`src/rtl/core/dcf77_time_code_modulator_macros.svh`:
```
// assertion macros for the dcf77 time code modulator
`ifndef DCF77_TIME_CODE_MODULATOR_MACROS_SVH
`define DCF77_TIME_CODE_MODULATOR_MACROS_SVH

`ifndef SYNTHESIS

// checked property, disabled while the active-low reset is asserted
`define DCF_ASSERT(lbl, clk, rstn, prop) \
    lbl: assert property (@(posedge clk) disable iff (!rstn) prop) \
        else $error("dcf77 assertion failed");

// implication whose consequent is checked in the next cycle
`define DCF_ASSERT_NEXT(lbl, clk, rstn, cond, prop) \
    lbl: assert property (@(posedge clk) disable iff (!rstn) (cond) |=> (prop)) \
        else $error("dcf77 assertion failed");

`else

`define DCF_ASSERT(lbl, clk, rstn, prop)
`define DCF_ASSERT_NEXT(lbl, clk, rstn, cond, prop)

`endif

`endif

```
`src/rtl/core/dcf77_pkg.sv`:
```
// package with types, constants and frame encoding for the dcf77 time code modulator
package dcf77_pkg;

    localparam int MINUTES_PER_HOUR = 60;
    localparam int HOURS_PER_DAY    = 24;
    localparam int MARKER_SECOND    = 59;
    localparam int LAST_TENTH       = 9;
    localparam int SUNDAY_CODE      = 7;
    localparam int BCD_RECIP        = 205;  // x / 10 == (x * 205) >> 11 for x < 1024
    localparam int BCD_SHIFT        = 11;

    localparam logic [5:0] SECOND_NONE = 6'd63;

    // frame positions
    localparam int POS_DST_ON   = 17;
    localparam int POS_DST_OFF  = 18;
    localparam int POS_START    = 20;
    localparam int POS_MIN_LO   = 21;
    localparam int POS_MIN_PAR  = 28;
    localparam int POS_HOUR_LO  = 29;
    localparam int POS_HOUR_PAR = 35;
    localparam int POS_DAY_LO   = 36;
    localparam int POS_WDAY_LO  = 42;
    localparam int POS_MON_LO   = 45;
    localparam int POS_YEAR_LO  = 50;
    localparam int POS_DATE_PAR = 58;

    localparam int FRAME_W  = 64;
    localparam int TDATA_IW = 40;
    localparam int TDATA_OW = 8;

    typedef logic [1:0] t_symbol;
    localparam t_symbol SYM_MARKER = 2'd0;
    localparam t_symbol SYM_ZERO   = 2'd1;
    localparam t_symbol SYM_ONE    = 2'd2;

    typedef struct packed {
        logic [5:0] second;
        logic [5:0] minute;
        logic [4:0] hour;
        logic [4:0] day;
        logic [2:0] weekday;
        logic [3:0] month;
        logic [6:0] year_of_century;
        logic       summer_time;
    } t_time;

    // binary to packed bcd by reciprocal multiply, tens in the high nibble
    function automatic logic [7:0] dcf_to_bcd(input logic [7:0] v);
        logic [15:0] prod;
        logic [4:0]  tens;
        logic [7:0]  units;
        prod  = 16'(v) * 16'(BCD_RECIP);
        tens  = prod[15:BCD_SHIFT];
        units = v - 8'(tens) * 8'd10;
        return {tens[3:0], units[3:0]};
    endfunction

    // whole minute frame for the minute after the given time
    function automatic logic [FRAME_W-1:0] dcf_frame(input t_time t);
        logic [6:0] mins;
        logic [5:0] hrs;
        logic [2:0] wd;
        logic [7:0] b_min;
        logic [7:0] b_hour;
        logic [7:0] b_day;
        logic [7:0] b_mon;
        logic [7:0] b_year;
        logic [FRAME_W-1:0] w;
        mins = 7'(t.minute) + 7'd1;
        hrs  = 6'(t.hour);
        if (mins >= 7'(MINUTES_PER_HOUR)) begin
            mins = '0;
            hrs  = hrs + 6'd1;
            if (hrs >= 6'(HOURS_PER_DAY)) begin
                hrs = hrs - 6'(HOURS_PER_DAY);
            end
        end
        // sunday goes out as seven
        wd     = (t.weekday == 3'd0) ? 3'(SUNDAY_CODE) : t.weekday;
        b_min  = dcf_to_bcd(8'(mins));
        b_hour = dcf_to_bcd(8'(hrs));
        b_day  = dcf_to_bcd(8'(t.day));
        b_mon  = dcf_to_bcd(8'(t.month));
        b_year = dcf_to_bcd(8'(t.year_of_century));
        w = '0;
        w[POS_DST_ON]                   = t.summer_time;
        w[POS_DST_OFF]                  = !t.summer_time;
        w[POS_START]                    = 1'b1;
        w[POS_MIN_LO +: 7]              = b_min[6:0];
        w[POS_MIN_PAR]                  = ^b_min[6:0];
        w[POS_HOUR_LO +: 6]             = b_hour[5:0];
        w[POS_HOUR_PAR]                 = ^b_hour[5:0];
        w[POS_DAY_LO +: 6]              = b_day[5:0];
        w[POS_WDAY_LO +: 3]             = wd;
        w[POS_MON_LO +: 5]              = b_mon[4:0];
        w[POS_YEAR_LO +: 8]             = b_year;
        w[POS_DATE_PAR]                 = ^w[POS_DATE_PAR-1:POS_DAY_LO];
        return w;
    endfunction

endpackage

```
`src/rtl/core/dcf77_time_code_modulator.sv`:
```
// dcf77 time code modulator top level: one 100 ms tick in, one carrier item out
// input accept to output valid passes the input register, then the result register
// throughput: 1 item per cycle while the output is not stalled; the frame encode and the
//   phase/carrier update lie between the registers, state updates once per active item
// reset: synchronous active-low; clears handshake valids, enable, prev second (to 63),
//   tenth counter and carrier state
`include "dcf77_time_code_modulator_macros.svh"

module dcf77_time_code_modulator
    import dcf77_pkg::*;
(
    input  logic                i_clk,
    input  logic                i_rst_n,
    // config register: transmit enable
    input  logic                i_cfg_wr_en,
    input  logic                i_cfg_wr_data,
    // tick input
    input  logic                s_axis_tvalid,
    output logic                s_axis_tready,
    // second[5:0], minute[11:6], hour[16:12], day[21:17], weekday[24:22],
    // month[28:25], year_of_century[35:29], summer_time[36], zero pad[39:37]
    input  logic [TDATA_IW-1:0] s_axis_tdata,
    // time_valid[0]
    input  logic                s_axis_tuser,
    // carrier output
    output logic                m_axis_tvalid,
    input  logic                m_axis_tready,
    // carrier_on[0], symbol[2:1], tenth[6:3], zero pad[7]
    output logic [TDATA_OW-1:0] m_axis_tdata
);

    // config
    logic r_enable;

    // input register
    logic  r_in_valid;
    logic  r_in_tv;
    t_time r_in_time;

    // result register
    logic       r_out_valid;
    logic       r_out_carrier;
    t_symbol    r_out_symbol;
    logic [3:0] r_out_tenth;

    // modulator state
    logic [5:0] r_prev_second;
    logic [3:0] r_tenth_count;
    logic       r_carrier;

    logic                w_out_ready;
    logic                w_adv;
    logic                w_active;
    logic [5:0]          w_sec;
    logic [3:0]          w_phase;
    logic [FRAME_W-1:0]  w_frame;
    t_symbol             w_sym;
    logic                n_carrier;
    logic [3:0]          n_tenth;
    t_time               w_in_time;

    // handshake: the input register refills in the same cycle it drains
    assign w_out_ready   = !r_out_valid || m_axis_tready;
    assign w_adv         = r_in_valid && w_out_ready;
    assign s_axis_tready = !r_in_valid || w_out_ready;

    // unpack the incoming item
    always_comb begin
        w_in_time.second          = s_axis_tdata[5:0];
        w_in_time.minute          = s_axis_tdata[11:6];
        w_in_time.hour            = s_axis_tdata[16:12];
        w_in_time.day             = s_axis_tdata[21:17];
        w_in_time.weekday         = s_axis_tdata[24:22];
        w_in_time.month           = s_axis_tdata[28:25];
        w_in_time.year_of_century = s_axis_tdata[35:29];
        w_in_time.summer_time     = s_axis_tdata[36];
    end

    // ticks without valid time or with the transmitter off leave the modulator state alone
    assign w_active = r_enable && r_in_tv;
    assign w_sec    = r_in_time.second;

    // a new second restarts the tenth phase
    assign w_phase = (w_sec != r_prev_second) ? 4'd0 : r_tenth_count;

    assign w_frame = dcf_frame(r_in_time);

    // seconds 59..63 are all the minute marker
    always_comb begin
        if (w_sec >= 6'(MARKER_SECOND)) begin
            w_sym = SYM_MARKER;
        end else if (w_frame[w_sec]) begin
            w_sym = SYM_ONE;
        end else begin
            w_sym = SYM_ZERO;
        end
    end

    // pulse shape: reduce at phase 0 (except marker), back up at 1 for a zero bit,
    // back up at 2 always
    always_comb begin
        n_carrier = r_carrier;
        priority if (w_phase == 4'd0) begin
            n_carrier = (w_sym == SYM_MARKER);
        end else if (w_phase == 4'd1) begin
            if (w_sym == SYM_ZERO) begin
                n_carrier = 1'b1;
            end
        end else if (w_phase == 4'd2) begin
            n_carrier = 1'b1;
        end else begin
            n_carrier = r_carrier;
        end
    end

    assign n_tenth = (w_phase >= 4'(LAST_TENTH)) ? 4'd0 : w_phase + 4'd1;

    // control and state registers
    always_ff @(posedge i_clk) begin
        if (!i_rst_n) begin
            r_enable      <= 1'b0;
            r_in_valid    <= 1'b0;
            r_out_valid   <= 1'b0;
            r_prev_second <= SECOND_NONE;
            r_tenth_count <= 4'd0;
            r_carrier     <= 1'b0;
        end else begin
            if (i_cfg_wr_en) begin
                r_enable <= i_cfg_wr_data;
            end
            if (s_axis_tready) begin
                r_in_valid <= s_axis_tvalid;
            end
            if (w_out_ready) begin
                r_out_valid <= r_in_valid;
            end
            if (w_adv && w_active) begin
                r_prev_second <= w_sec;
                r_tenth_count <= n_tenth;
                r_carrier     <= n_carrier;
            end
        end
    end

    // payload registers
    always_ff @(posedge i_clk) begin
        if (s_axis_tready && s_axis_tvalid) begin
            r_in_tv   <= s_axis_tuser;
            r_in_time <= w_in_time;
        end
        if (w_adv) begin
            if (w_active) begin
                r_out_carrier <= n_carrier;
                r_out_symbol  <= w_sym;
                r_out_tenth   <= w_phase;
            end else begin
                // ignored tick reports the held state
                r_out_carrier <= r_carrier;
                r_out_symbol  <= SYM_MARKER;
                r_out_tenth   <= r_tenth_count;
            end
        end
    end

    assign m_axis_tvalid = r_out_valid;
    assign m_axis_tdata  = {1'b0, r_out_tenth, r_out_symbol, r_out_carrier};

    // tenth counter never leaves its range
    `DCF_ASSERT(a_tenth_range, i_clk, i_rst_n, r_tenth_count <= 4'(LAST_TENTH))
    // a held item that cannot drain blocks the input
    `DCF_ASSERT(a_in_blocks, i_clk, i_rst_n, (r_in_valid && !w_out_ready) |-> !s_axis_tready)
    // an item leaving the input register shows up as a valid result
    `DCF_ASSERT_NEXT(a_adv_out, i_clk, i_rst_n, w_adv, r_out_valid)

endmodule

```
`config.mk`:
```
export PLATFORM = sky130hd
export DESIGN_NAME = dcf77_time_code_modulator
export DESIGN_NICKNAME = d
export VERILOG_FILES = /design/src/rtl/core/dcf77_pkg.sv /design/src/rtl/core/dcf77_time_code_modulator.sv
export VERILOG_INCLUDE_DIRS = /design/src /design/src/rtl/core
export SDC_FILE = /design/constraint.sdc
export NUM_CORES = 1
export LEC_CHECK = 0
export BUFFER_PORTS_ARGS = -buffer_cell sky130_fd_sc_hd__buf_2
export CORE_AREA = 2 2 149 151
export DETAILED_ROUTE_END_ITERATION = 10
export DIE_AREA = 0 0 151 153
export REMOVE_ABC_BUFFERS = 1
export SLEW_MARGIN = 20
export SYNTH_ARGS = -nofsm -noshare
export SYNTH_HDL_FRONTEND = slang
export SYNTH_SLANG_ARGS = --single-unit
```
`constraint.sdc`:
```
create_clock -name i_clk -period 9.9 [get_ports i_clk]
set_clock_uncertainty 0.1 [all_clocks]
set_input_delay 0.495 -clock i_clk [delete_from_list [all_inputs] [get_ports i_clk]]
set_output_delay 0.495 -clock i_clk [all_outputs]
set_load 0.05 [all_outputs]
```
==> out/qor.csv <==
stage,metric,value,unit
run_status,status,"finished, final reports clean",
place,Post-DP HPWL,10.8,mm
layout,ANT cells,0,
cts,H-tree depth,3,
routing,post-route DRC violation count,0,
run,max cap viols,0,
place,RePlAce Congestion,0.821,
setup_path,"Req. time, crit path",9860,ps
synthesis,synth cell count leaders,"138 x ha_1, 87 x inv_1, 45 x edfxtp_1, 45 x xnor2_1, 37 x nand2_1",
setup_path,crit path DAT,8210,ps
timing,Worst-Margin Slew,966,ps
floorplanning,die area,23100,µm²
setup_path,Worst R2R Setup Slack,1650,ps
layout,multi-input logic area,4880,µm²
synthesis,Syn Inst Count,712,
synthesis,most frequent cell after synthesis,ha_1,
setup_path,worst r2r path cells,25,
layout,Area Overhead vs Synth,12.4,%
cts,clk root buf,clkbuf_16,
global_routing,initial antenna violation count,0,
pwr,pwr dens,182,nW/µm²
timing,Final Slew Violations,0,
cts,TritonCTS Sinks,59,
floorplanning,Chip Width,151,µm
timing,"Hold Violations, Final",0,
timing,final worst path period need,8250,ps
routing,via count,5067,
global_routing,grt total ovfl,0,
timing,setup TNS,0,ps
pwr,Pwr Total,0.00142,W
synthesis,Netlist cell types,78,
layout,layout cell share with drive strength beyond 1,12.9,%
worst_hold_path,hold depth,1,
worst_hold_path,hold crit path type,input port to register,
synthesis,Area contributors post-synth,"ha_1 25%, edfxtp_1 19%, fa_1 8.1%",
cts,clock transition at the registers of the reported paths,60,ps
floorplanning,FP Rows,54,
cts,CTS buffer count,9,
global_routing,first-pass GRT wire length,23.8,mm
global_routing,largest net degree at the start of global routing,39,
global_routing,Total Routing Usage GR,12.7,%
pwr,static leakage,3.70,nW
layout,Reg area,1630,µm²
routing,drt first pass iters,4,
synthesis,register area share after synthesis,23.5,%
cts,setup bufs post-CTS,0,
synthesis,"Top FF cell, synth",edfxtp_1,
layout,Fillers,2203,
cts,CTS tree,done,
synthesis,synthesized area,6940,µm²
floorplanning,Die H,153,µm
layout,Final nets,970,
routing,1st-iter DRT viols,282,
setup_path,critical path launch point type,register,
timing,Final Cycle Share,83.4,%
synthesis,"EDFF count, synth",45,
cts,worst skew pair latency,340,ps
pwr,Worst VDD drop,0.000106,V
synthesis,Synth async-reset ratio,0,%
timing,fmax,0.121,GHz
synthesis,Synth top area share,24.9,%
cts,CTS Hold Bufs,0,
floorplanning,Ports,57,
floorplanning,Initial Util,32.3,%
synthesis,dominant cell type by area after synthesis,ha_1,
cts,Max clock buf depth,2,
routing,average wire per standard cell,13.0,µm
floorplanning,Core Box Area,21500,µm²
cts,post-cts resize count,0,
synthesis,#FFs+latches synth,59,
setup_path,Setup Crit Path Kind,register to register,
global_routing,number of global-route vias before repair,5037,
place,Buffers on Ports,52,
timing,RSZ-0062 raised after global routing,no,
setup_path,crit path max fanout,13,
routing,via/cell ratio,4.86,
routing,Routed Antenna Nets,0,
synthesis,Synth Area per Inst,9.75,µm²
timing,# setup viols final,0,
timing,slew margin rel.,35.6,%
synthesis,Yosys warning total,0,
setup_path,crit end category,register,
routing,Detailed Route WL,13.6,mm
path summary, 6_finish.rpt:
kind	to	from
worst max-delay path	r_out_carrier$_DFFE_PP_	r_in_time[25]$_DFFE_PP_
worst min-delay path	r_in_time[29]$_DFFE_PP_	s_axis_tdata[10]
worst max register to register	r_out_carrier$_DFFE_PP_	r_in_time[25]$_DFFE_PP_
worst min register to register	r_prev_second[4]$_SDFFE_PN1P_	r_prev_second[4]$_SDFFE_PN1P_
final cells by class:
class                      instances  area share [%]
timing repair buffer              54            3.53
sequential                        59            20.9
multi-input combinational        542            62.5
clock inverter                     4           0.930
clock buffer                      12            3.29
inverter                          91            4.38
tap                              280            4.49
per-stage QoR:
stage / worst slack (ps) / hold WS, ps / cell area, µm² / cells / util (%)
after CTS: 1640 / 211 / 7800 / 1042 / 36.3
final: 1650 / 229 / 7800 / 1042 / 36.3
after global routing: 1130 / 217 / 7800 / 1042 / 36.3
after global placement: 1750 / 373 / 7470 / 1026 / 34.8
after detailed placement: 1680 / 380 / 7470 / 1026 / 34.8
after floorplan: 2510 / 360 / 6850 / 692 / -
cell families (layout without fill, tap and decap cells):
kind of cell | count (synthesis) | count (layout) | share of synthesized area (%)
adders and majority gates | 166 | 166 | 32.9
muxes | 7 | 7 | 1.21
other | 2 | 3 | 0.108
xor gates and xnor gates | 62 | 62 | 8.41
and+or+nand+nor | 163 | 163 | 12.2
AOI/OAI and AO/OA | 141 | 141 | 15.3
DFF | 59 | 59 | 23.5
buffers and inverters | 112 | 161 | 6.36
routing by layer:
layer  up-vias  wire length [µm]  track usage, %
li1       2629                 -               -
met1      2377              6690            17.1
met2        49              6400            21.0
met3        12               294            1.88
met4         0               185            3.74
met5         -                 0               0
flip-flops by register name (all words and copies together) (netlist names), 2 cells and up:
signal / count
r_in_time: 31
r_out_symbol: 2
r_out_tenth: 4
r_prev_second: 6
r_tenth_count: 4
w_sec: 6
report_power, final:
group          internal, W  switching [W]
Clock             0.000234       0.000114
Combinational     0.000391       0.000388
Sequential        0.000281      0.0000168
worst max-delay path: stages, from the launching register on:
cell      delay [ps]
edfxtp_1         570
ha_1             490
and4bb_4         300
a221oi_4         510
nor2_4           130
nor2_1           320
ha_1             330
fa_1             400
fa_1             470
ha_1             310
ha_1             320
a21o_1           200
a31o_2           250
o21ai_0          280
nand2_1          130
a21o_2           240
fa_1             520
xnor2_1          230
xnor2_1          160
xnor2_1          150
xnor2_1           90
mux4_2           470
o21a_1           180
a2111o_1         480
a311oi_2         250
a311oi_1          80
cell usage in the layout (no fill, tap or decap), types with 4 or more instances in the layout:
master / count
or2_2: 6
o211ai_1: 6
nand3_1: 19
nand2_1: 37
nor2b_1: 13
xor2_1: 14
xnor2_1: 45
and2_1: 5
clkbuf_16: 9
o21a_1: 6
edfxtp_1: 45
nand4_1: 10
buf_2: 52
nor3_1: 9
dfxtp_1: 14
a21o_1: 13
fa_1: 28
and3_1: 4
nand2b_1: 4
or3_1: 6
nor2_1: 34
a311oi_1: 4
o21ai_0: 19
nand3b_1: 5
a21oi_1: 30
mux2i_1: 5
ha_1: 138
inv_1: 87
o21ai_1: 7
o31ai_1: 5
No activity file was read; power rests on OpenSTA's default activity.
